==> src/pwqs_pkg.sv <==
// Shared types, codes and defaults of the priority work queue.
`default_nettype none

package pwqs_pkg;

  localparam int unsigned QUEUE_DEPTH = 64;
  localparam int unsigned CFG_DATA_W  = 7;
  localparam int unsigned CFG_IDX_W   = 1;
  localparam int unsigned OCC_W       = 7;

  localparam logic [CFG_DATA_W-1:0] CAPACITY_RESET = 7'd64;
  localparam logic                  STEAL_RESET    = 1'b1;

  localparam logic [CFG_IDX_W-1:0] CFG_CAPACITY_LIMIT = 1'd0;
  localparam logic [CFG_IDX_W-1:0] CFG_STEAL_ENABLE   = 1'd1;

  typedef enum logic [1:0] {
    MODE_SUBMIT = 2'd0,
    MODE_TAKE   = 2'd1,
    MODE_STEAL  = 2'd2,
    MODE_NOP    = 2'd3
  } mode_e;

  typedef enum logic [1:0] {
    ST_OK      = 2'd0,
    ST_FULL    = 2'd1,
    ST_EMPTY   = 2'd2,
    ST_NOSTEAL = 2'd3
  } status_e;

  typedef struct packed {
    logic [15:0] prio;
    logic [15:0] routine_id;
    logic [31:0] data_ref;
  } entry_t;

  typedef struct packed {
    mode_e       mode;
    logic [15:0] priority_req;
    logic [15:0] routine_id;
    logic [31:0] data_ref;
  } in_word_t;

  typedef struct packed {
    status_e          status;
    logic [15:0]      out_priority;
    logic [15:0]      out_routine_id;
    logic [31:0]      out_data_ref;
    logic [OCC_W-1:0] occupancy;
  } out_word_t;

  // per-cycle command broadcast along the cell row
  typedef struct packed {
    logic ins;
    logic take;
  } cell_ctl_t;

endpackage

`default_nettype wire

==> src/pwqs_cell.sv <==
// One slot of the sorted cell row: holds an entry, shifts on insert or take.
`default_nettype none

module pwqs_cell #(
  parameter int unsigned Idx  = 0,
  parameter int unsigned CntW = 7
) (
  input  wire                   clk_i,
  input  pwqs_pkg::cell_ctl_t   ctl_i,
  input  wire  [CntW-1:0]       count_i,
  input  pwqs_pkg::entry_t      new_i,
  input  pwqs_pkg::entry_t      left_i,
  input  wire                   left_keep_i,
  input  pwqs_pkg::entry_t      right_i,
  output pwqs_pkg::entry_t      entry_o,
  output logic                  keep_o,
  output pwqs_pkg::entry_t      tail_o
);

  pwqs_pkg::entry_t entry_q, entry_d;
  logic             occ;
  logic             is_tail;

  assign occ     = CntW'(Idx) < count_i;
  assign is_tail = CntW'(Idx + 1) == count_i;
  // an occupied slot keeps its entry on insert when it ranks at or above the newcomer
  assign keep_o  = occ && (entry_q.prio >= new_i.prio);
  assign tail_o  = is_tail ? entry_q : '0;
  assign entry_o = entry_q;

  always_comb begin
    entry_d = entry_q;
    if (ctl_i.ins && !keep_o) begin
      entry_d = left_keep_i ? new_i : left_i;
    end else if (ctl_i.take) begin
      entry_d = right_i;
    end
  end

  always_ff @(posedge clk_i) begin
    entry_q <= entry_d;
  end

endmodule

`default_nettype wire

==> config.mk <==
export PLATFORM = sky130hd
export DESIGN_NAME = pwqs_cell
export DESIGN_NICKNAME = d
export VERILOG_FILES = /design/src/pwqs_pkg.sv /design/src/pwqs_cell.sv
export SDC_FILE = /design/constraint.sdc
export NUM_CORES = 1
export LEC_CHECK = 0
export BUFFER_PORTS_ARGS = -buffer_cell sky130_fd_sc_hd__clkbuf_2
export CORE_ASPECT_RATIO = 0.75
export CORE_MARGIN = 2
export CORE_UTILIZATION = 35
export DETAILED_ROUTE_END_ITERATION = 10
export GPL_TIMING_DRIVEN = 1
export HOLD_SLACK_MARGIN = 0.12
export PLACE_DENSITY = 0.76
export SETUP_SLACK_MARGIN = 0.1
export SYNTH_ARGS = -nofsm -noshare
export SYNTH_HDL_FRONTEND = slang
export SYNTH_SLANG_ARGS = --single-unit
==> constraint.sdc <==
create_clock -name clk_i -period 5.2 [get_ports clk_i]
set_input_delay 1.04 -clock clk_i [delete_from_list [all_inputs] [get_ports clk_i]]
set_output_delay 1.04 -clock clk_i [all_outputs]
set_load 0.02 [all_outputs]
After elaboration in Yosys (flattened, before gate mapping)
Cells that the tools add are included.
{ "op_classes": {"eq_ne": 1, "mux": 4, "n_lt_le_gt_ge": 2, "reduce_logical": 4} }
{ "ops": {"columns": ["operator", "n"], "rows": [
  ["$mux W64", 4],
  ["$ge A16 B16 Y1", 1],
  ["$eq A1 B7 Y1 const A", 1],
  ["$lt A1 B7 Y1 const A", 1],
  ["$logic_and A1 B1 Y1", 2],
  ["$reduce_bool A2 Y1", 1],
  ["$logic_not A1 Y1", 1]
]} }
{ "totals": {"regBits": 64, "out_inout_bits": 129} }

Longest topological paths before layout
Gate-level depths: netlist of run 1.
{ "logic_depth": {"depth_word": 5, "mapped_depth": 9, "mapped_depth_nobuf": 7} }

Worst setup path after synthesis of run 1
No wires, ideal clock.
{ "synth_timing": {"kind": "input port to flip-flop", "from": "input new_i[49] (netlist name)", "to": "register entry_q (netlist bit entry_o[0]) (enable)", "slack_ps": 953, "path_buffers": 1, "cell_stages": 8, "arrival_time_ps": 3818, "t_required_ps": 4771, "path_cell_list": "inv_1 ha_1 nor2b_1 o211a_1 o31a_1 buf_4 nor2_1 a221o_1"} }
{ "synth_via": {"elab_chain_len": 5} }
{ "synth_rtl": {"columns": ["item", "line_no", "text"], "rows": [
  ["start, declared", "pwqs_cell.sv:11", "input pwqs_pkg::entry_t new_i,"],
  ["$ge A16 B16 Y1", "pwqs_cell.sv:27", "assign keep_o = occ && (entry_q.prio >= new_i.prio);"],
  ["$logic_and A1 B1 Y1", "pwqs_cell.sv:27", null],
  ["$logic_not A1 Y1", "pwqs_cell.sv:33", "if (ctl_i.ins && !keep_o) begin"],
  ["$logic_and A1 B1 Y1", "pwqs_cell.sv:33", null],
  ["$reduce_bool A2 Y1 (no source line)", null, null],
  ["end signal, assigned", "pwqs_cell.sv:41", "entry_q <= entry_d;"],
  ["end, declared", "pwqs_cell.sv:20", "pwqs_pkg::entry_t entry_q, entry_d;"]
]} }
No other way between the ends.
A chain may end at the register's enable or synchronous reset.

Final worst setup path of run 1
{ "layout_timing": {"from": "input new_i[63] (netlist name)", "to": "output keep_o"} }
{ "layout_via": {"elab_chain_len": 2} }
{ "layout_rtl": {"columns": ["item", "line_no", "text"], "rows": [
  ["$ge A16 B16 Y1", "pwqs_cell.sv:27", null],
  ["$logic_and A1 B1 Y1", "pwqs_cell.sv:27", null],
  ["end, declared", "pwqs_cell.sv:16", "output logic keep_o,"]
]} }
No other way between the ends.

==> impl_metrics.csv, run 1 <==
group,metric,value,unit
critical_path,crit_chain,"clkbuf_2 > inv_1 > ha_1 > nand4_2 > nor4_4 > o31a_2 > nor2_1 > a31oi_1 > clkbuf_2",
critical_path,critPathCaptureType,"primary output",
finish,largest_register_ff_count,64,
yosys,synthSimpleGateAreaFrac,0.3843,
worst_hold_path,whs_path_depth,4,
flow_run,drv_cap,0,
status,status,"completed",
clock_tree,path_clk_slew,60,ps
yosys,synth_mux_area_frac,0.1037,
clock_tree,post_cts_buffers,0,
global_routing,gr-total-overflow,0,
yosys,synthFlopType,"edfxtp_1",
critical_path,critical_path_class,"input port to primary output",
clock_tree,cts-hold-fix-buffers,0,
yosys,synth_cells,733,
power_and_ir_drop,power_frac_clock,0.306,
power_and_ir_drop,switching_power,0.0007617,W
critical_path,ff2ff_path_depth,6,
sta,setup_ws,1342,ps
power_and_ir_drop,p_int,0.001384,W
yosys,netlist_area,6180,sq um
critical_path,worstSetupStartpointType,"input port",
global_routing,grt_pass1_wl,33.45,mm
placement,place.gp.congestion,0.8323,
yosys,synth.area.top_cells,"edfxtp_1, mux2i_1, a31oi_1",
floorplan,ios,332,
sta,setup-tns-final,0,ps
yosys,async_flop_share,0,
finish,nFillCells,1713,
yosys,yosysSeqAreaShare,0.3110,
finish,layout.nets,1221,
finish,layout-drive-gt1-share,0.3684,
yosys,synth_edf_count,64,
power_and_ir_drop,ir_drop,0.1611,mV
clock_tree,cts_sinks,64,
clock_tree,clock_latency,330,ps
drt,wl_per_cell,17.32,um
clock_tree,h-tree-depth,3,
sta,slew_violations,0,
yosys,synth_common_cells,"a31oi_1, nor3_1, nor4_1",
yosys,yosysMostFrequentCell,"a31oi_1",
yosys,synth_fa_ha_area_frac,0.03240,
critical_path,cpMostUsedCell,"clkbuf_2",
critical_path,required,4160,ps
global_routing,antenna_found_initial,0,
yosys,synth_top_area_cell,"edfxtp_1",
drt,first_pass_iters,5,
yosys,synthXorXnorAreaFrac,0,
global_routing,grt_pass1_vias,6433,
power_and_ir_drop,power.density,263.4,nW/um^2
clock_tree,cts_tree,"done",
drt,wirelength,21.63,mm
sta,rsz0062_at_grt,"no",
critical_path,critPathMaxFanout,4,
drt,drtIter0Drc,619,
clock_tree,numCtsBuffers,9,
yosys,yosysWarnings,0,
yosys,syn_nets,952,
finish,seq_area,1922,sq um
drt,drc,0,
worst_hold_path,worstHoldPathType,"input port to register",
placement,hpwl,14.56,mm
floorplan,fp.dieArea,18750,sq um
sta,slew_headroom,0.3492,
floorplan,start_util,0.3542,
clock_tree,cts_resized,0,
placement,pre_cts_ws,1394,ps
global_routing,grt_max_degree,71,
clock_tree,cts.path.max_buffers,2,
power_and_ir_drop,pwr-share-comb,0.342,
finish,n_antenna_cell,0,
critical_path,path_buf_inv,3,
sta,worst_pin_slew,976.2,ps
power_and_ir_drop,power_frac_seq,0.352,
sta,fmax,0.2592,GHz
global_routing,grt_util_all_layers,0.2245,
drt,vias,6971,
power_and_ir_drop,p_leak,4.154,nW
critical_path,cp.depth,9,
yosys,synth_compound_area_frac,0.08281,
placement,numPortBuffers,331,
sta,hold_viol,0,
sta,layout_min_cycle_time,3858,ps
sta,setup_viol,0,
critical_path,cpLargestDelayFamily,"simple AND/OR/NAND/NOR gates",
yosys,ys_types,32,
critical_path,critPathSlowestCell,"nor4_4",
floorplan,num_rows,42,
yosys,synth_top_family_by_area,"simple AND/OR/NAND/NOR gates",
critical_path,arrival,2820,ps
drt,viasPerCell,5.581,
sta,whs,1195,ps
sta,final.setup_skew,7.499,ps
floorplan,core-area,17450,sq um
floorplan,die_h,119.1,um
critical_path,max_stage_delay,390,ps
power_and_ir_drop,p_sw_frac,0.3549,
yosys,yosys.area.top_type_share,0.3110,
yosys,ys_ff_latch,64,
floorplan,die_x,157.4,um
finish,multiInputGateArea,3779,sq um
drt,ant_nets,0,
clock_tree,root_buffer,"clkbuf_16",
yosys,avgSynthCellArea,8.431,sq um
finish,synthToLayoutAreaGrowth,31.87,%
sta,post-route-period-util,0.7420,
finish,final_core_util,0.4671,
[kinds of logic (layout without fill, tap and decap cells)]
group           Yosys count  in the layout
compound gates           78             78
fa+ha+maj                16             16
buf+inv                 105            379
flops                    64             64
mux                      64             64
simple gates            406            406
[power by group through the flow]
stage                     clock (W)  combinational (W)  sequential [W]
after floorplan                   0           0.000372        0.000853
after global placement            0           0.000709        0.000765
after detailed placement          0           0.000726        0.000766
after CTS                  0.000670           0.000729        0.000757
after global routing       0.000691           0.000799        0.000764
final                      0.000657           0.000734        0.000755
[cell type report]
| class | instances | share of cell area |
|---|---|---|
| Sequential cell | 64 | 0.2358 |
| Inverter | 18 | 0.008291 |
| Multi-Input combinational cell | 564 | 0.4637 |
| Clock buffer | 9 | 0.02764 |
| Tap cell | 242 | 0.03716 |
| Clock inverter | 7 | 0.01059 |
| Timing Repair Buffer | 345 | 0.2168 |
[metrics by stage]
step	instance area [sq um]	total power (W)	std cells
global route	8149	0.002254	1249
CTS	8149	0.002156	1249
finish	8149	0.002146	1249
floorplan	6180	0.001225	733
detailed placement	7838	0.001492	1233
global placement	7838	0.001473	1233
[worst register-to-register path, stage by stage, from the launching register on]
cell,delay (ps)
edfxtp_1,440
ha_1,330
a21oi_1,250
a2bb2oi_4,170
buf_4,370
and4_4,310
a221o_4,750
[cells in the final DEF (no fill, tap or decap), types with 5 or more instances in the layout]
master,instances
nor3_1,65
buf_4,16
nand3_1,64
nor4_1,65
nand2_1,5
a21oi_1,5
and2_1,63
edfxtp_1,64
clkbuf_2,329
ha_1,16
clkbuf_16,9
inv_1,18
a31oi_1,66
nand2b_1,64
and3_1,64
mux2i_1,64
[path summary, 6_finish.rpt]
check | end | slack, ps | startpoint
max | keep_o | 1340 | new_i[63]
min | entry_o[37] | 1200 | right_i[37]
max reg2reg | entry_o[60] | 2100 | entry_o[61]
min reg2reg | entry_o[58] | 1360 | entry_o[63]
[layer usage]
layer  vias up  GRT usage  part of all wire
li1       3283          -                 -
met1      3206     0.2885              0.41
met2       454     0.3813              0.48
met3        28    0.04803              0.10
met4         0    0.05966             0.014
met5         -          0                 0
No activity file was read; power rests on OpenSTA's default activity.
==> run 2: changes to the inputs <==
- ABC_AREA: not set -> 1
- CORE_AREA: not set -> 2 2 128 130
- CORE_ASPECT_RATIO: 0.75 -> not set
- CORE_MARGIN: 2 -> not set
- CORE_UTILIZATION: 35 -> not set
- DIE_AREA: not set -> 0 0 130 132
- PLACE_DENSITY: 0.76 -> 0.72
- clock period: 5.2 -> 3.79 ns (I/O delays scaled with it)
==> run 2 against run 1 <==
Compared with the run above: sequential cell count unchanged; first-iteration DRC count fell by 65%; via count down 29%; largest cell class unchanged; register-to-register slack got worse by 710 ps; worst hold slack got worse by 500 ps; non-clock buffer count is 7 lower; synthesized cell count is 21% lower; area after synthesis down 26%; highest routed layer unchanged; sequential share of layout area grew 5.1 points; count of clock-buffer cells in the layout unchanged; combinational power is 25% higher; cell count fell by 11%.
==> impl_metrics.csv, run 2 <==
group,metric,value,unit
drt,drtIter0Drc,215,
floorplan,fp.dieArea,17160,sq um
power_and_ir_drop,power.density,429.3,nW/um^2
clock_tree,numCtsBuffers,9,
finish,largest_register_ff_count,64,
finish,stdcell_count,1114,
yosys,yosysWarnings,0,
clock_tree,root_buffer,"clkbuf_16",
critical_path,path_buf_inv,5,
yosys,yosys.area.top_type_share,0.4206,
yosys,async_flop_share,0,
clock_tree,path_clk_slew,60,ps
clock_tree,post_cts_buffers,0,
floorplan,die_h,132,um
sta,final.setup_skew,7.047,ps
sta,slew_headroom,0.3827,
global_routing,grt_pass1_vias,4832,
floorplan,ios,332,
sta,worst_pin_slew,926.0,ps
floorplan,die_x,130,um
critical_path,cpLargestDelayFamily,"simple AND/OR/NAND/NOR gates",
clock_tree,cts_tree,"done",
drt,drc,0,
power_and_ir_drop,p_sw_frac,0.3468,
global_routing,antenna_found_initial,0,
critical_path,max_stage_delay,290,ps
finish,mostFrequentLayoutCell,"clkbuf_2",
placement,dp_cells,1098,
yosys,syn_nets,799,
sta,setup_viol,0,
power_and_ir_drop,power_frac_clock,0.309,
finish,layout.nets,1112,
floorplan,core-area,15710,sq um
drt,vias,4934,
yosys,synth_common_cells,"nand2_1, inv_1, nor2_1, nand3_1, edfxtp_1",
critical_path,critPathMaxFanout,4,
floorplan,num_rows,46,
sta,setup-tns-final,0,ps
drt,first_pass_iters,6,
drt,wl_per_cell,13.48,um
power_and_ir_drop,p_int,0.001877,W
critical_path,arrival,2020,ps
yosys,netlist_area,4569,sq um
power_and_ir_drop,p_total,0.002874,W
sta,post-route-period-util,0.7323,
yosys,ys_types,18,
clock_tree,clock_latency,330,ps
global_routing,grt_pass1_wl,23.22,mm
sta,hold_viol,0,
yosys,synth_edf_count,64,
yosys,synth_cells,580,
worst_hold_path,worstHoldPathType,"input port to register",
finish,stdcell_area,6694,sq um
critical_path,cpMostUsedCell,"nand2_1",
power_and_ir_drop,ir_drop,0.2556,mV
sta,whs,693.1,ps
yosys,synth.area.top_cells,"edfxtp_1, nand2_1, mux2_2",
global_routing,grt_max_degree,80,
critical_path,critPathSlowestCell,"ha_1",
placement,place.gp.congestion,0.8743,
finish,synthToLayoutAreaGrowth,46.50,%
power_and_ir_drop,power_frac_seq,0.371,
clock_tree,cts_resized,0,
power_and_ir_drop,pwr-share-comb,0.321,
yosys,ys_ff_latch,64,
yosys,yosysSeqAreaShare,0.4206,
sta,fmax,0.3603,GHz
drt,ant_nets,0,
clock_tree,cts.path.max_buffers,2,
yosys,avgSynthCellArea,7.878,sq um
status,status,"completed",
critical_path,critPathCaptureType,"primary output",
clock_tree,cts_sinks,64,
yosys,yosysMostFrequentCell,"nand2_1",
flow_run,drv_cap,0,
power_and_ir_drop,switching_power,0.0009968,W
placement,numPortBuffers,331,
finish,layout-drive-gt1-share,0.4532,
floorplan,start_util,0.2908,
placement,dpl_cell_area,6374,sq um
clock_tree,h-tree-depth,3,
sta,layout_min_cycle_time,2775,ps
global_routing,gr-total-overflow,0,
yosys,synth_top_area_cell,"edfxtp_1",
critical_path,worstSetupStartpointType,"input port",
critical_path,crit_chain,"clkbuf_2 > inv_1 > ha_1 > nand2_1 > inv_1 > nand2_1 > nor2_1 > nor2_1 > nand2_1 > nand2_1 > nand2_1 > nand2_2 > inv_1 > clkbuf_2",
global_routing,grt_util_all_layers,0.1720,
drt,viasPerCell,4.429,
sta,slew_violations,0,
clock_tree,cts-hold-fix-buffers,0,
sta,rsz0062_at_grt,"no",
critical_path,critical_path_class,"input port to primary output",
power_and_ir_drop,p_leak,3.846,nW
yosys,synthFlopType,"edfxtp_1",
finish,n_antenna_cell,0,
placement,hpwl,11.73,mm
critical_path,required,3030,ps
drt,wirelength,15.02,mm
finish,final_cell_mix,"clkbuf_2, nand2_1, inv_1",
==> run 2: cell types whose count changed in the layout (fill, tap and decap cells not counted), sizes merged, moves of 65 or more <==
cell	previous run	this run
a31oi	66	0
inv	18	89
nand2	7	150
nor2	5	83
nor4	66	1
==> run 2: area by class of cell <==
cell class                      instances  area (sq um)
Timing Repair Buffer                  338          1724
Sequential cell                        64          1922
Inverter                               88         330.3
Fill cell                            1612          9019
Tap cell                              216         270.3
Clock inverter                          7         95.09
Multi-Input combinational cell        392          2127
Clock buffer                            9         225.2
==> run 2: logic make-up (layout without fill, tap and decap cells) <==
logic type | after synthesis | count (layout) | share of synthesized area
simple gates | 303 | 303 | 0.2708
buf+inv | 124 | 442 | 0.1177
flops | 64 | 64 | 0.4206
mux | 49 | 49 | 0.1208
compound gates | 24 | 24 | 0.02629
fa+ha+maj | 16 | 16 | 0.04381
==> run 2: worst paths after layout <==
path	cells past startpoint	endpoint	start	slack, ps
setup / recovery	14	keep_o	new_i[55]	1010
hold / removal	3	entry_o[31]	right_i[31]	690
setup reg to reg	14	entry_o[55]	entry_o[55]	1390
hold reg to reg	9	entry_o[62]	entry_o[63]	1410
==> run 2: worst reg2reg max path, stage by stage (launching register included) <==
cell and delay, ps:
edfxtp_1 430, ha_1 320, nand2_1 50, inv_1 70, nand2_1 70, nor2_1 100, nor2_1 40, nand2_1 80
nand2_1 50, nand2_1 70, nand2_2 70, nand2_2 90, buf_4 520, nand2_1 200, nand2_1 100
==> run 2: metrics by stage <==
stage,util,setup WS [ps]
2_1_floorplan,-,704.0
3_3_place_gp,0.4056,977.0
3_5_place_dp,0.4056,904.9
4_1_cts,0.4260,1005
5_1_grt,0.4260,846.8
6_report,0.4260,1015
==> run 2: power groups by stage <==
stage               clock [W]  sequential (W)  combinational (W)
floorplan                   0         0.00121           0.000451
global placement            0         0.00108           0.000913
detailed placement          0         0.00108           0.000931
CTS                  0.000916         0.00107           0.000932
global route         0.000945         0.00108            0.00103
finish               0.000887         0.00107           0.000921
==> run 2: layer usage <==
metal	part of all wire	global-route usage	vias to the layer above
li1	-	-	2481
met2	0.52	0.3138	224
met4	0.018	0.06093	0
met3	0.062	0.02557	18
met5	0	0	-
met1	0.40	0.2018	2211
==> run 3: changes to the inputs <==
- PLACE_DENSITY: 0.72 -> 0.74
- clock period: 3.79 -> 2.3 ns (I/O delays scaled with it)
==> run 3 against run 2 <==
Compared with the run above: the run now ends with setup timing left; combinational power increased by 99%; die area unchanged; critical path type is now register to primary output; core utilization increased by 3.0 points; count of clock-buffer cells in the layout unchanged; global-route usage increased by 0.20 points.
==> impl_metrics.csv, run 3 (synthesized netlist as in run 2, its figures left out) <==
group,metric,value,unit
drt,ant_nets,0,
sta,final.setup_skew,8.812,ps
sta,slew_headroom,0.7075,
floorplan,num_rows,46,
clock_tree,clock_latency,330,ps
critical_path,cp-endpoint,"keep_o",
drt,vias,5005,
finish,mostFrequentLayoutCell,"clkbuf_2",
global_routing,grt_util_all_layers,0.1740,
sta,fmax,0.4211,GHz
power_and_ir_drop,p_total,0.004950,W
finish,synthToLayoutAreaGrowth,56.85,%
clock_tree,h-tree-depth,3,
clock_tree,cts.path.max_buffers,2,
sta,setup-tns-final,-74.97,ps
drt,wl_per_cell,14.09,um
finish,largest_register_ff_count,64,
critical_path,critPathMaxFanout,3,
global_routing,gr-total-overflow,0,
critical_path,path_buf_inv,3,
finish,n_antenna_cell,0,
finish,final_cell_mix,"clkbuf_2, nand2_1, inv_1",
sta,hold_viol,0,
floorplan,die_h,132,um
global_routing,antenna_found_initial,0,
finish,layout.nets,1142,
critical_path,cpMostUsedCell,"a21oi_1",
placement,dpl_cell_area,6540,sq um
power_and_ir_drop,switching_power,0.001758,W
drt,drc,0,
critical_path,crit_chain,"ha_1 > a21oi_1 > o21ai_0 > a21oi_1 > nand2_1 > nand2_2 > buf_6 > inv_4 > buf_8",
floorplan,start_util,0.2908,
floorplan,ios,332,
global_routing,grt_pass1_vias,4698,
critical_path,ff2ff_path_depth,10,
clock_tree,cts_sinks,64,
critical_path,cpLargestDelayFamily,"flip-flops",
critical_path,cp.depth,9,
sta,setup_viol,1,
power_and_ir_drop,p_leak,4.050,nW
critical_path,required,1840,ps
sta,worst_pin_slew,438.7,ps
critical_path,r2r-start,"entry_o[61]",
drt,first_pass_iters,4,
placement,place.gp.congestion,0.9210,
power_and_ir_drop,power_frac_seq,0.351,
placement,dp_cells,1111,
power_and_ir_drop,power.density,690.6,nW/um^2
placement,hpwl,12.42,mm
power_and_ir_drop,power_frac_clock,0.278,
status,status,"complete, but fails checks",
critical_path,r2r_end,"entry_o[49]",
placement,pre_cts_ws,-57.60,ps
sta,layout_min_cycle_time,2375,ps
power_and_ir_drop,ir_drop,0.4107,mV
flow_run,drv_cap,0,
critical_path,critPathCaptureType,"primary output",
worst_hold_path,worstHoldPathType,"input port to register",
drt,viasPerCell,4.375,
power_and_ir_drop,pwr-share-comb,0.371,
clock_tree,cts_tree,"done",
finish,stdcell_count,1144,
clock_tree,cts-hold-fix-buffers,0,
global_routing,grt_max_degree,80,
clock_tree,numCtsBuffers,9,
sta,slew_violations,0,
critical_path,reg2reg_slack,60,ps
critical_path,crit_start,"entry_o[61]",
floorplan,fp.dieArea,17160,sq um
floorplan,core-area,15710,sq um
clock_tree,path_clk_slew,60,ps
finish,layout-drive-gt1-share,0.4784,
sta,rsz0062_at_grt,"yes",
critical_path,critPathSlowestCell,"edfxtp_1",
critical_path,critical_path_class,"register to primary output",
finish,stdcell_area,7167,sq um
placement,numPortBuffers,331,
sta,post-route-period-util,1.033,
critical_path,max_stage_delay,440,ps
critical_path,arrival,1910,ps
sta,setup_ws,-74.97,ps
floorplan,die_x,130,um
critical_path,worstSetupStartpointType,"register",
drt,drtIter0Drc,206,
power_and_ir_drop,p_int,0.003192,W
power_and_ir_drop,p_sw_frac,0.3552,
status,violations,"setup timing",
drt,wirelength,16.11,mm
global_routing,grt_pass1_wl,23.22,mm
clock_tree,root_buffer,"clkbuf_16",
==> run 3: final cells by class <==
cell class              instances  area [sq um]
clock buffers                   9         225.2
clock inverters                 7         72.57
repair buffers                367          2126
multi-input cells             393          2218
well taps                     216         270.3
flip-flops and latches         64          1922
inverters                      88         332.8
fillers                      1554          8546
==> run 3: worst min path at each step <==
stage,from,to,slack [ps],depth (start not counted)
final,right_i[25],entry_o[25],390,3
after global routing,right_i[28],entry_o[28],370,3
after CTS,right_i[25],entry_o[25],370,3
after detailed placement,right_i[46],entry_o[46],730,3
after global placement,right_i[63],entry_o[63],720,3
after floorplan,right_i[0],entry_o[0],640,2
==> run 3: repair_timing <==
action                                  4_1_cts  5_1_grt
setup buffers                                 7        4
gates resized for setup                       9       15
cloned                                        1        5
endpoints found under the setup margin       12      155
pin swaps                                     7        7
==> run 3: worst reg2reg max path: stages (launching register included) <==
cell	delay [ps]
edfxtp_1	440
ha_1	320
a21oi_1	190
o21ai_0	100
a21oi_1	130
nand2_1	80
nand2_2	80
buf_4	160
nand2_8	100
nand2_8	170
clkbuf_16	190
==> run 3: power by group through the flow <==
stage               sequential, W  clock, W  combinational, W
floorplan                 0.00200         0          0.000752
global placement          0.00176         0           0.00161
detailed placement        0.00177         0           0.00164
CTS                       0.00174   0.00141           0.00173
global route              0.00177   0.00147           0.00201
finish                    0.00174   0.00138           0.00183
==> run 3: per-layer routing <==
layer	wire [um]	global-route usage
met5	0	0
met4	330	0.05974
met3	903	0.03653
met2	8442	0.3202
met1	6438	0.1958
==> run 3: stage by stage <==
stage | util | hold WS (ps)
2_1_floorplan | - | 638.6
3_3_place_gp | 0.4162 | 722.2
3_5_place_dp | 0.4162 | 725.5
4_1_cts | 0.4429 | 372.5
5_1_grt | 0.4561 | 370.3
6_report | 0.4561 | 386.4
