File: src/pwqs_pkg.sv
// Shared types, codes and defaults of the priority work queue.
`default_nettype none

package pwqs_pkg;

  localparam int unsigned QUEUE_DEPTH = 64;
  localparam int unsigned CFG_DATA_W  = 7;
  localparam int unsigned CFG_IDX_W   = 1;
  localparam int unsigned OCC_W       = 7;

  localparam logic [CFG_DATA_W-1:0] CAPACITY_RESET = 7'd64;
  localparam logic                  STEAL_RESET    = 1'b1;

  localparam logic [CFG_IDX_W-1:0] CFG_CAPACITY_LIMIT = 1'd0;
  localparam logic [CFG_IDX_W-1:0] CFG_STEAL_ENABLE   = 1'd1;

  typedef enum logic [1:0] {
    MODE_SUBMIT = 2'd0,
    MODE_TAKE   = 2'd1,
    MODE_STEAL  = 2'd2,
    MODE_NOP    = 2'd3
  } mode_e;

  typedef enum logic [1:0] {
    ST_OK      = 2'd0,
    ST_FULL    = 2'd1,
    ST_EMPTY   = 2'd2,
    ST_NOSTEAL = 2'd3
  } status_e;

  typedef struct packed {
    logic [15:0] prio;
    logic [15:0] routine_id;
    logic [31:0] data_ref;
  } entry_t;

  typedef struct packed {
    mode_e       mode;
    logic [15:0] priority_req;
    logic [15:0] routine_id;
    logic [31:0] data_ref;
  } in_word_t;

  typedef struct packed {
    status_e          status;
    logic [15:0]      out_priority;
    logic [15:0]      out_routine_id;
    logic [31:0]      out_data_ref;
    logic [OCC_W-1:0] occupancy;
  } out_word_t;

  // per-cycle command broadcast along the cell row
  typedef struct packed {
    logic ins;
    logic take;
  } cell_ctl_t;

endpackage

`default_nettype wire

File: src/pwqs_out_buf.sv
// Two-word result buffer: output register plus skid word.
`default_nettype none

module pwqs_out_buf (
  input  wire                  clk_i,
  input  wire                  rst_ni,
  input  wire                  push_i,
  input  pwqs_pkg::out_word_t  word_i,
  output logic                 full_o,
  output logic                 out_valid_o,
  input  wire                  out_stall_i,
  output pwqs_pkg::out_word_t  out_word_o
);

  pwqs_pkg::out_word_t main_q, main_d, skid_q, skid_d;
  logic                main_vld_q, main_vld_d, skid_vld_q, skid_vld_d;
  logic                pop;

  assign pop = main_vld_q && !out_stall_i;

  always_comb begin
    main_d     = main_q;
    main_vld_d = main_vld_q;
    skid_d     = skid_q;
    skid_vld_d = skid_vld_q;
    if (main_vld_q && !pop) begin
      if (push_i) begin
        skid_d     = word_i;
        skid_vld_d = 1'b1;
      end
    end else if (skid_vld_q) begin
      main_d     = skid_q;
      main_vld_d = 1'b1;
      skid_vld_d = push_i;
      if (push_i) begin
        skid_d = word_i;
      end
    end else begin
      main_vld_d = push_i;
      if (push_i) begin
        main_d = word_i;
      end
    end
  end

  always_ff @(posedge clk_i or negedge rst_ni) begin
    if (!rst_ni) begin
      main_vld_q <= 1'b0;
      skid_vld_q <= 1'b0;
    end else begin
      main_vld_q <= main_vld_d;
      skid_vld_q <= skid_vld_d;
    end
  end

  always_ff @(posedge clk_i) begin
    main_q <= main_d;
    skid_q <= skid_d;
  end

  assign full_o      = skid_vld_q;
  assign out_valid_o = main_vld_q;
  assign out_word_o  = main_q;

endmodule

`default_nettype wire

File: config.mk
export PLATFORM = sky130hd
export DESIGN_NAME = pwqs_out_buf
export DESIGN_NICKNAME = d
export VERILOG_FILES = /design/src/pwqs_pkg.sv /design/src/pwqs_out_buf.sv
export SDC_FILE = /design/constraint.sdc
export NUM_CORES = 1
export LEC_CHECK = 0
export BUFFER_PORTS_ARGS = -buffer_cell sky130_fd_sc_hd__buf_2
export CORE_UTILIZATION = 52
export DETAILED_ROUTE_END_ITERATION = 10
export HOLD_SLACK_MARGIN = 0.06
export PLACE_DENSITY = 0.79
export SLEW_MARGIN = 0
export SYNTH_ARGS = -nofsm -noshare
export SYNTH_HDL_FRONTEND = slang
export SYNTH_SLANG_ARGS = --single-unit
File: constraint.sdc
create_clock -name clk_i -period 5.15 [get_ports clk_i]
set_clock_uncertainty 0.2 [all_clocks]
set_input_delay 0.515 -clock clk_i [delete_from_list [all_inputs] [get_ports clk_i]]
set_output_delay 0.515 -clock clk_i [all_outputs]
set_load 0.1 [all_outputs]
## Word-level counts from Yosys, hierarchy flattened

Cells that the tools add are included.

- Eq/ne operators: 1
- Reduce and logical (&&, ||, !) cells: 7
- Muxes and demuxes: 9
- Bitwise operators: 1

Operators by type and width:

| cell | count |
|---|---|
| $mux W73 | 5 |
| $mux W1 | 4 |
| $reduce_bool A2 Y1 | 2 |
| $logic_and A1 B1 Y1 | 2 |
| $logic_not A1 Y1 | 2 |
| $ne A2 B2 Y1 const B | 1 |
| $reduce_and A2 Y1 | 1 |
| $not A1 Y1 | 1 |

- Output and inout bits: 75
- Register bits after elaboration: 148
- Input bits: 77
- Word-level logic and storage cells: 30

## Depth between registers and ports, before layout

Gate-level depths: netlist of the first run.

- Depth after elaboration: 6
- Mapped depth: 3
- Depth with buffers taken out: 2

## Least setup slack after synthesis of the first run

OpenSTA, ideal clock, no wires.

- Path type: register to register
- Start point: register skid_vld_q (netlist: full_o)
- End point: register main_q (netlist bit out_word_o[0]), enable pin
- Path buffers: 1
- Data required time: 4.445 ns
- Clock period less this slack: 5.097 ns
- Path slack: 0.053 ns
- Library setup time: 0.505 ns
- Stages on the path, launching flop included: 4
- Data arrival time: 4.392 ns
- Path through: dfrtp_1 -> buf_4 -> nor2_1 -> nor2_1

- Longest elaborated chain between the ends: 2

RTL lines:

| item | line | RTL |
|---|---|---|
| start: declaration | pwqs_out_buf.sv:16 | `logic main_vld_q, main_vld_d, skid_vld_q, skid_vld_d;` |
| start signal: assignment | pwqs_out_buf.sv:52 | `skid_vld_q <= skid_vld_d;` |
| $reduce_bool A2 Y1 (no line) | - |  |
| $reduce_and A2 Y1 (no line) | - |  |
| end signal: assignment | pwqs_out_buf.sv:57 | `main_q <= main_d;` |
| end: declaration | pwqs_out_buf.sv:15 | `pwqs_pkg::out_word_t main_q, main_d, skid_q, skid_d;` |

No other way between the ends.
A chain may end at the register's enable or synchronous reset.

## Worst setup path in the final report of the first run

- Start point: register skid_vld_q (netlist: full_o)
- End point: output port full_o

RTL lines:

| item | line | RTL |
|---|---|---|
| end: declaration | pwqs_out_buf.sv:9 | `output logic full_o,` |

No word-level cell between the ends.

==> flow_metrics.py, run 1 <==
metrics = {
    "cts": {
        "clock_tree.buffer_depth": 2,
        "clk_latency_ns": 0.52,
        "numCtsBuffers": 17,
        "cts_tree": "done",
        "cts.clk_slew.worst_paths_ns": 0.06,
        "postCtsSetupBuffers": 0,
        "cts.sinks": 148,
        "clk_root_buffer_cell": "sky130_fd_sc_hd__clkbuf_8",
        "htreeDepth": 4,
    },
    "drt": {
        "routed_length_on_met1_um": 4243,
        "route.met2.wl_um": 5443,
        "drt.antenna.violating_nets": 0,
        "drt_pass1_iterations": 4,
        "wl_per_cell_um": 17.13,
        "drt_iter0_drc": 115,
        "drt_drc_violations_left": 0,
        "routed_wirelength_um": 10650,
        "detailroute.via_count": 3073,
        "route.met3.wl_um": 756,
        "avgViaCountPerCell": 4.941,
        "routed.top_layer": "met4",
    },
    "power_and_ir_drop": {
        "worst_ir_drop_vdd_v": 0.0002547,
        "power-per-cell-area_nw_per_um2": 443.9,
        "power.leakage_uw": 0.002999,
    },
    "critical_path": {
        "endpoint_kind": "primary output",
        "timing_worst_setup_path_type": "reg -> out",
        "critPathRequiredTime_ns": 4.43,
        "rr_startpoint": "full_o",
        "critical_path.startpoint_type": "register",
        "worst-r2r-setup-slack_ns": 2.43,
        "launch_point_of_the_critical_path": "full_o",
        "r2r-end": "out_word_o[65]",
        "ff2ff_path_depth": 3,
        "worst_ep_arrival_time_ns": 2.52,
        "critical_path_peak_fanout": 51,
    },
    "floorplanning": {
        "num_rows": 37,
        "top_level_ports": 152,
        "effective_utilization_at_floorplan_pct": 53.27,
        "dieHeight_um": 104.6,
        "die_width_um": 104.6,
        "coreArea_um2": 10280,
        "design.die.area_um2": 10940,
    },
    "place": {
        "preCtsSetupSlack_ns": 2.426,
        "hpwl_um": 6026,
        "placement.io_buffers": 151,
        "gp_congestion": 0.7401,
    },
    "timing": {
        "finalCritPeriodShare_pct": 62.74,
        "maxSlewHeadroom_pct": 30.16,
        "setup_ws_ns": 1.919,
        "setup-tns-final_ns": 0,
        "rsz0062_at_grt": "false",
        "fmax_mhz": 309.5,
        "setup-violations-final": 0,
        "report.final.hold_viol_count": 0,
        "final_period_minus_worst_setup_slack_ns": 3.231,
        "max_slew.worst_pin.slew_ns": 1.048,
        "maxSlewViolCount": 0,
    },
    "synth": {
        "netlist_area_before_placement_um2": 5475,
        "syn_inst": 235,
        "synth_top_cell_area_share_pct": 80.07,
        "ys_seq_area_share_pct": 80.99,
        "synth.largest_area_cell": "sky130_fd_sc_hd__edfxtp_1",
        "yosysWarnings": 0,
        "synthesis.nets": 312,
        "synth.distinct_cells": 13,
        "postSynthAreaPerCell_um2": 23.30,
        "yosys-top-cells-area": "sky130_fd_sc_hd__edfxtp_1 (80%), sky130_fd_sc_hd__mux2_4 (8.2%), sky130_fd_sc_hd__mux2_2 (7.2%)",
        "synth-seq-cells": 148,
    },
    "cells_and_area": {
        "final_common_cell": "sky130_fd_sc_hd__buf_2",
        "final_nets": 551,
        "antenna_cells": 0,
        "layout-area-overhead-vs-synth_pct": 39.37,
        "post_route_cells_drive_above_1_share_pct": 50.82,
        "most-common-layout-cells": "sky130_fd_sc_hd__buf_2 (151), sky130_fd_sc_hd__edfxtp_1 (146), sky130_fd_sc_hd__dlygate4sd3_1 (75), sky130_fd_sc_hd__mux2_2 (35), sky130_fd_sc_hd__mux2_4 (30)",
        "layout.core_utilization_pct": 74.25,
    },
    "status": {
        "status": "finished, final reports clean",
    },
    "global_routing": {
        "grt_max_degree": 74,
        "antenna_violations_before_repair": 0,
        "globalRouteOverflowTotal": 0,
        "globalRouteTotalUtil_pct": 20.85,
        "grt_first_pass_wirelength_um": 16660,
        "vias_in_the_first_global_route": 3296,
    },
    "min_path": {
        "hold_path_class": "in -> async",
    },
    "flow_run": {
        "drv_cap": 0,
    },
}
-- area by class of cell --
class / count / area [µm²]
clock buffer: 19 / 421.7
clock inverter: 12 / 91.34
fill: 637 / 2646
multi-input combinational: 79 / 988.4
sequential: 148 / 4438
tap: 136 / 170.2
timing repair buffer: 228 / 1521
-- worst max path at each step --
stage                          end  slack (ns)  depth (start not counted)
finish                      full_o        1.92                          2
global route                full_o        1.82                          2
CTS                         full_o        1.87                          2
detailed placement   out_word_o[9]        2.43                          3
global placement    out_word_o[27]        2.45                          3
floorplan            out_word_o[0]        0.05                          3
-- state kept, by name, indices dropped and copies added (netlist names) --
register     cells
out_word_o      73
skid_q          73
full_o           1
out_valid_o      1
-- repair_timing --
item / in CTS / in global routing
hold buffers: 75 / 0
gates resized for setup: 0 / 0
endpoints found under the hold margin: 76 / 0
-- routing by layer --
metal	track usage [%]	vias up
met5	0	-
met4	9.859	0
met3	7.735	16
met2	34.96	108
met1	23.71	1526
li1	-	1423
-- cells in the mapped netlist --
master and n:
sky130_fd_sc_hd__and2_0 1, sky130_fd_sc_hd__buf_2 3, sky130_fd_sc_hd__buf_4 1, sky130_fd_sc_hd__buf_6 4, sky130_fd_sc_hd__dfrtp_1 2, sky130_fd_sc_hd__edfxtp_1 146
sky130_fd_sc_hd__maj3_2 1, sky130_fd_sc_hd__mux2_1 8, sky130_fd_sc_hd__mux2_2 35, sky130_fd_sc_hd__mux2_4 30, sky130_fd_sc_hd__nand2b_1 1, sky130_fd_sc_hd__nor2_1 2
sky130_fd_sc_hd__o21a_1 1
-- stage by stage --
| stage | total power, µW | instance area [µm²] | hold WS [ns] | instances |
|---|---|---|---|---|
| final | 3388 | 7631 | 0.1327 | 622 |
| after global routing | 3493 | 7631 | 0.1095 | 622 |
| after CTS | 3409 | 7631 | 0.08873 | 622 |
| after detailed placement | 2298 | 6367 | 0.1069 | 516 |
| after global placement | 2284 | 6367 | 0.1031 | 516 |
| after floorplan | 2176 | 5475 | 0.01941 | 235 |
-- where the power goes --
part	switching, µW	internal (µW)
combinational	613	192
sequential	41.4	1470
clock	442	627
-- cell families after synthesis --
family / share of synthesized area, %
flip-flops: 80.99
multiplexers: 17.07
adder cells (fa/ha/maj): 0.2057
AND/OR/NAND/NOR: 0.3658
AO/OA/AOI/OAI: 0.1372
buffers and inverters: 1.234
-- critical path, cell delays in order (launching register included) --
cell and delay [ns]:
sky130_fd_sc_hd__dfrtp_4 0.71, sky130_fd_sc_hd__buf_4 0.70, sky130_fd_sc_hd__buf_2 0.55
Power figures use the tool's default switching activity.
==> run 2, diff against run 1 <==
--- a/config.mk
+++ b/config.mk
@@ -6,10 +6,10 @@
 export NUM_CORES = 1
 export LEC_CHECK = 0
 export BUFFER_PORTS_ARGS = -buffer_cell sky130_fd_sc_hd__buf_2
-export CORE_UTILIZATION = 52
+export CORE_UTILIZATION = 47
 export DETAILED_ROUTE_END_ITERATION = 10
 export HOLD_SLACK_MARGIN = 0.06
-export PLACE_DENSITY = 0.79
+export PLACE_DENSITY = 0.76
 export SLEW_MARGIN = 0
 export SYNTH_ARGS = -nofsm -noshare
 export SYNTH_HDL_FRONTEND = slang
==> constraint.sdc (replaced) <==
create_clock -name clk_i -period 2.82 [get_ports clk_i]
set_clock_uncertainty 0.2 [all_clocks]
set_input_delay 0.282 -clock clk_i [delete_from_list [all_inputs] [get_ports clk_i]]
set_output_delay 0.282 -clock clk_i [all_outputs]
set_load 0.1 [all_outputs]
==> run 2 against run 1 <==
Worst setup slack lost 1.2 ns; total power grew 80%; die area grew 10%; combinational power grew 85%; clock power grew 74%; critical endpoint unchanged.
==> flow_metrics.py, run 2 (synthesis gave the netlist of run 1 again) <==
metrics = {
    "status": {
        "status": "finished, final reports clean",
    },
    "place": {
        "preCtsSetupSlack_ns": 0.7406,
        "placement.io_buffers": 151,
        "hpwl_um": 6218,
        "placed_cell_area_um2": 6435,
        "gp_congestion": 0.7124,
    },
    "timing": {
        "maxSlewHeadroom_pct": 65.40,
        "fmax_mhz": 469.6,
        "rsz0062_at_grt": "false",
        "finalCritPeriodShare_pct": 75.51,
        "max_slew.worst_pin.slew_ns": 0.5191,
        "setup-tns-final_ns": 0,
        "setup_ws_ns": 0.6905,
        "final_period_minus_worst_setup_slack_ns": 2.129,
        "maxSlewViolCount": 0,
        "report.final.hold_viol_count": 0,
        "setup-violations-final": 0,
    },
    "drt": {
        "detailroute.via_count": 3023,
        "drt_iter0_drc": 117,
        "routed_wirelength_um": 10460,
        "wl_per_cell_um": 16.47,
        "drt_drc_violations_left": 0,
        "drt.antenna.violating_nets": 0,
        "avgViaCountPerCell": 4.761,
        "drt_pass1_iterations": 5,
    },
    "critical_path": {
        "critical_path.startpoint_type": "register",
        "crit_slowest_cell": "sky130_fd_sc_hd__dfrtp_4",
        "timing_worst_setup_path_type": "reg -> out",
        "critPathTopFamily": "flip-flops",
        "endpoint_kind": "primary output",
        "slowest_delay_ns": 0.72,
        "critPathRequiredTime_ns": 2.34,
        "path_cells": "buf_2",
        "worst_ep_arrival_time_ns": 1.65,
        "critical_path_peak_fanout": 34,
        "cp.buffers_inverters": 1,
    },
    "floorplanning": {
        "dieHeight_um": 109.9,
        "design.die.area_um2": 12080,
        "top_level_ports": 152,
        "effective_utilization_at_floorplan_pct": 48.16,
        "num_rows": 39,
        "die_width_um": 109.9,
        "coreArea_um2": 11370,
    },
    "global_routing": {
        "antenna_violations_before_repair": 0,
        "grt_first_pass_wirelength_um": 15770,
        "globalRouteTotalUtil_pct": 18.42,
        "vias_in_the_first_global_route": 3109,
        "grt_max_degree": 40,
        "globalRouteOverflowTotal": 0,
    },
    "cells_and_area": {
        "most-common-layout-cells": "sky130_fd_sc_hd__buf_2 (151), sky130_fd_sc_hd__edfxtp_1 (146), sky130_fd_sc_hd__dlygate4sd3_1 (76), sky130_fd_sc_hd__mux2_2 (35), sky130_fd_sc_hd__mux2_4 (30)",
        "layout-area-overhead-vs-synth_pct": 40.22,
        "post_route_cells_drive_above_1_share_pct": 50.81,
        "final_nets": 558,
        "final_area_um2": 7677,
        "antenna_cells": 0,
        "final_common_cell": "sky130_fd_sc_hd__buf_2",
    },
    "power_and_ir_drop": {
        "power_frac_seq_pct": 45.2,
        "power.leakage_uw": 0.003027,
        "switching_share_pct": 32.16,
        "combinationalPowerShare_pct": 24.3,
        "power.clock.fraction_pct": 30.5,
        "power-per-cell-area_nw_per_um2": 795.2,
        "p_sw_uw": 1963,
        "internal_power_uw": 4141,
        "worst_ir_drop_vdd_v": 0.0005536,
    },
    "cts": {
        "postCtsSetupBuffers": 0,
        "clock_tree.buffer_depth": 2,
        "cts.sinks": 148,
        "numCtsBuffers": 17,
        "cts_tree": "done",
        "cts.clk_slew.worst_paths_ns": 0.05,
        "clk_root_buffer_cell": "sky130_fd_sc_hd__clkbuf_16",
        "clk_latency_ns": 0.41,
        "htreeDepth": 4,
    },
    "flow_run": {
        "drv_cap": 0,
    },
    "min_path": {
        "hold_path_class": "in -> reg",
    },
}
==> run 2: cell types whose count changed in the layout (fill, tap and decap cells not counted) <==
cell / previous run / this run
sky130_fd_sc_hd__clkinv_1: 4 / 5
sky130_fd_sc_hd__dlygate4sd3_1: 75 / 76
sky130_fd_sc_hd__buf_4: 2 / 7
sky130_fd_sc_hd__clkinv_4: 1 / 0
sky130_fd_sc_hd__dfrtp_1: 1 / 0
sky130_fd_sc_hd__bufinv_16: 1 / 0
sky130_fd_sc_hd__buf_12: 0 / 1
sky130_fd_sc_hd__clkbuf_1: 2 / 4
sky130_fd_sc_hd__clkinvlp_4: 3 / 1
sky130_fd_sc_hd__clkbuf_16: 16 / 17
sky130_fd_sc_hd__dfrtp_2: 0 / 1
sky130_fd_sc_hd__clkbuf_8: 1 / 0
==> run 2: layout make-up <==
type,instances,area [µm²]
sequential,148,4439
fill,749,3692
timing repair buffer,235,1589
multi-input combinational,79,988.4
clock buffer,21,440.4
tap,143,178.9
clock inverter,9,41.29
==> run 2: through the flow <==
stage	hold WS (ns)	utilization [%]	total power (µW)	cells
after global routing	0.2698	67.53	6308	635
after detailed placement	-0.1250	56.60	4215	529
after global placement	-0.1267	56.60	4189	529
after floorplan	-0.2136	-	3967	235
after CTS	0.2234	67.53	6164	635
final	0.2460	67.53	6105	635
==> run 2: power groups by stage <==
stage	Sequential, µW	Combinational [µW]	Clock [µW]
2_1_floorplan	3650	313	0
3_3_place_gp	2800	1390	0
3_5_place_dp	2810	1410	0
4_1_cts	2760	1490	1910
5_1_grt	2780	1550	1980
6_report	2760	1490	1860
==> run 2: final timing paths <==
path,to,from,slack (ns),cells after the start
worst max-delay path,full_o,full_o,0.69,1
max in group asynchronous,full_o,rst_ni,1.74,3
worst max register to register,out_word_o[61],full_o,0.78,2
worst min register to register,out_word_o[11],skid_q[11],0.34,1
worst min-delay path,out_valid_o,out_stall_i,0.25,3
min in group asynchronous,out_valid_o,rst_ni,0.53,3
==> run 2: tightest hold or removal path: cells and delay by family <==
family	cells	cell delay [ns]
buffers and inverters	1	0.08
AND/OR/NAND/NOR	2	0.46
==> run 2: per-layer routing <==
metal,GRT usage [%],routed length (µm),up-vias
met2,30.63,5376,104
li1,-,-,1437
met1,20.79,4195,1468
met3,7.528,738,14
met4,8.190,148,0
met5,0,0,-
==> run 2: timing repair <==
item                                   in CTS  in global routing
gates resized for setup                     0                  0
hold buffers                               76                  0
endpoints found under the hold margin     150                  0
==> run 3, diff against run 2 <==
==> constraint.sdc (replaced) <==
create_clock -name clk_i -period 1.95 [get_ports clk_i]
set_clock_uncertainty 0.2 [all_clocks]
set_input_delay 0.195 -clock clk_i [delete_from_list [all_inputs] [get_ports clk_i]]
set_output_delay 0.195 -clock clk_i [all_outputs]
set_load 0.1 [all_outputs]
==> run 3 against run 2 <==
Combinational power increased by 50%; final area increased by 3.1%; wire length increased by 5.2%; count of clock-buffer cells in the layout decreased by 2; register-to-register slack got worse by 0.56 ns; sequential cell count unchanged; worst setup slack got worse by 0.50 ns; die area unchanged; critical path depth increased by 1; non-clock buffer count decreased by 2; largest cell class unchanged; largest power group unchanged.
==> flow_metrics.py, run 3 (synthesis gave the netlist of run 1 again) <==
metrics = {
    "power_and_ir_drop": {
        "p_sw_uw": 2931,
        "combinationalPowerShare_pct": 22.9,
        "internal_power_uw": 6825,
        "p_total_uw": 9756,
        "power.clock.fraction_pct": 36.5,
        "switching_share_pct": 30.04,
        "power_frac_seq_pct": 40.6,
        "worst_ir_drop_vdd_v": 0.0008317,
        "power-per-cell-area_nw_per_um2": 1233,
        "power.leakage_uw": 0.003126,
    },
    "min_path": {
        "hold_path_class": "in -> reg",
        "min_to": "out_valid_o",
        "timing.hold.worst.start": "out_stall_i",
        "worstHoldPathCells": 4,
    },
    "global_routing": {
        "grt_first_pass_wirelength_um": 15790,
        "globalRouteTotalUtil_pct": 18.35,
        "globalRouteOverflowTotal": 0,
        "antenna_violations_before_repair": 0,
        "vias_in_the_first_global_route": 3253,
        "grt_max_degree": 77,
    },
    "cts": {
        "cts_tree": "done",
        "cts.clk_slew.worst_paths_ns": 0.06,
        "postCtsSetupBuffers": 0,
        "clk_root_buffer_cell": "sky130_fd_sc_hd__clkbuf_16",
        "clock_tree.buffer_depth": 2,
        "htreeDepth": 4,
        "clk_latency_ns": 0.41,
        "cts.sinks": 148,
        "numCtsBuffers": 17,
    },
    "place": {
        "dpl.cell_count": 526,
        "hpwl_um": 5825,
        "placement.io_buffers": 151,
        "gp_congestion": 0.6578,
    },
    "timing": {
        "maxSlewViolCount": 0,
        "report.final.hold_viol_count": 0,
        "setup-tns-final_ns": 0,
        "max_slew.worst_pin.slew_ns": 0.5727,
        "maxSlewHeadroom_pct": 61.82,
        "finalCritPeriodShare_pct": 90.23,
        "setup-violations-final": 0,
        "rsz0062_at_grt": "false",
        "final_period_minus_worst_setup_slack_ns": 1.760,
        "fmax_mhz": 568.3,
    },
    "floorplanning": {
        "coreArea_um2": 11370,
        "num_rows": 39,
        "top_level_ports": 152,
        "effective_utilization_at_floorplan_pct": 48.16,
        "design.die.area_um2": 12080,
        "die_width_um": 109.9,
        "dieHeight_um": 109.9,
    },
    "status": {
        "status": "finished, final reports clean",
    },
    "cells_and_area": {
        "layout.core_utilization_pct": 69.62,
        "final_nets": 557,
        "antenna_cells": 0,
        "layout-area-overhead-vs-synth_pct": 44.56,
        "most-common-layout-cells": "sky130_fd_sc_hd__buf_2 (150), sky130_fd_sc_hd__edfxtp_1 (146), sky130_fd_sc_hd__dlygate4sd3_1 (76), sky130_fd_sc_hd__mux2_2 (35), sky130_fd_sc_hd__mux2_4 (30)",
        "post_route_cells_drive_above_1_share_pct": 51.83,
        "layout.cells.non_filler": 635,
        "final_common_cell": "sky130_fd_sc_hd__buf_2",
    },
    "critical_path": {
        "rr_startpoint": "full_o",
        "critical_path_peak_fanout": 38,
        "worst-r2r-setup-slack_ns": 0.22,
        "timing_worst_setup_path_type": "reg -> out",
        "ff2ff_path_depth": 4,
        "worst_ep_arrival_time_ns": 1.36,
        "critical_path.startpoint_type": "register",
        "endpoint_kind": "primary output",
        "critPathRequiredTime_ns": 1.55,
        "r2r-end": "out_word_o[42]",
    },
    "drt": {
        "wl_per_cell_um": 17.32,
        "drt.antenna.violating_nets": 0,
        "drt_pass1_iterations": 5,
        "routed_wirelength_um": 11000,
        "detailroute.via_count": 3091,
        "drt_iter0_drc": 148,
        "drt_drc_violations_left": 0,
        "avgViaCountPerCell": 4.868,
    },
    "flow_run": {
        "drv_cap": 0,
    },
}
==> run 3: repair_timing <==
item,4_1_cts,5_1_grt
endpoints found under the hold margin,150,0
cloned,1,1
gates resized for setup,2,0
hold buffers,76,0
setup endpoints to repair,74,1
==> run 3: power groups by stage <==
stage | Combinational [µW] | Clock, µW | Sequential (µW)
finish | 2240 | 3560 | 3960
global placement | 2070 | 0 | 4010
CTS | 2220 | 3620 | 3960
floorplan | 461 | 0 | 5290
detailed placement | 2090 | 0 | 4030
global route | 2320 | 3740 | 3990
==> run 3: stage by stage <==
stage	worst slack, ns	instance area, µm²	hold slack (ns)
after detailed placement	-0.04820	6465	-0.2141
after global placement	-0.02969	6465	-0.2186
after CTS	0.007004	7890	0.06636
after global routing	0.1301	7915	0.09127
after floorplan	-0.5801	5515	-0.3006
final	0.1905	7915	0.08918
==> run 3: worst max path at each step <==
| stage | startpoint | slack (ns) | to | cells after the start |
|---|---|---|---|---|
| after floorplan | full_o | -0.58 | out_word_o[0] | 3 |
| after global placement | out_valid_o | -0.03 | skid_q[58] | 2 |
| after detailed placement | out_valid_o | -0.05 | skid_q[19] | 2 |
| after CTS | full_o | 0.007 | full_o | 2 |
| after global routing | full_o | 0.13 | full_o | 2 |
| final | full_o | 0.19 | full_o | 2 |
==> run 3: cell type report <==
class / instances / area, µm²
multi-input cells: 80 / 1013
repair buffers: 233 / 1639
clock inverters: 12 / 209.0
clock buffers: 19 / 432.9
well taps: 143 / 178.9
fillers: 713 / 3455
flip-flops and latches: 148 / 4442
==> run 3: critical path: stages, from the launching register on <==
cell                      delay [ns]
sky130_fd_sc_hd__dfrtp_4        0.48
sky130_fd_sc_hd__buf_16         0.26
sky130_fd_sc_hd__buf_12         0.21
==> run 3: per-layer routing <==
metal | track usage [%] | vias up | share of wire (%)
met2 | 31.38 | 122 | 52
met5 | 0 | - | 0
li1 | - | 1437 | -
met3 | 7.054 | 10 | 5.8
met1 | 20.90 | 1522 | 41
met4 | 6.571 | 0 | 1.2
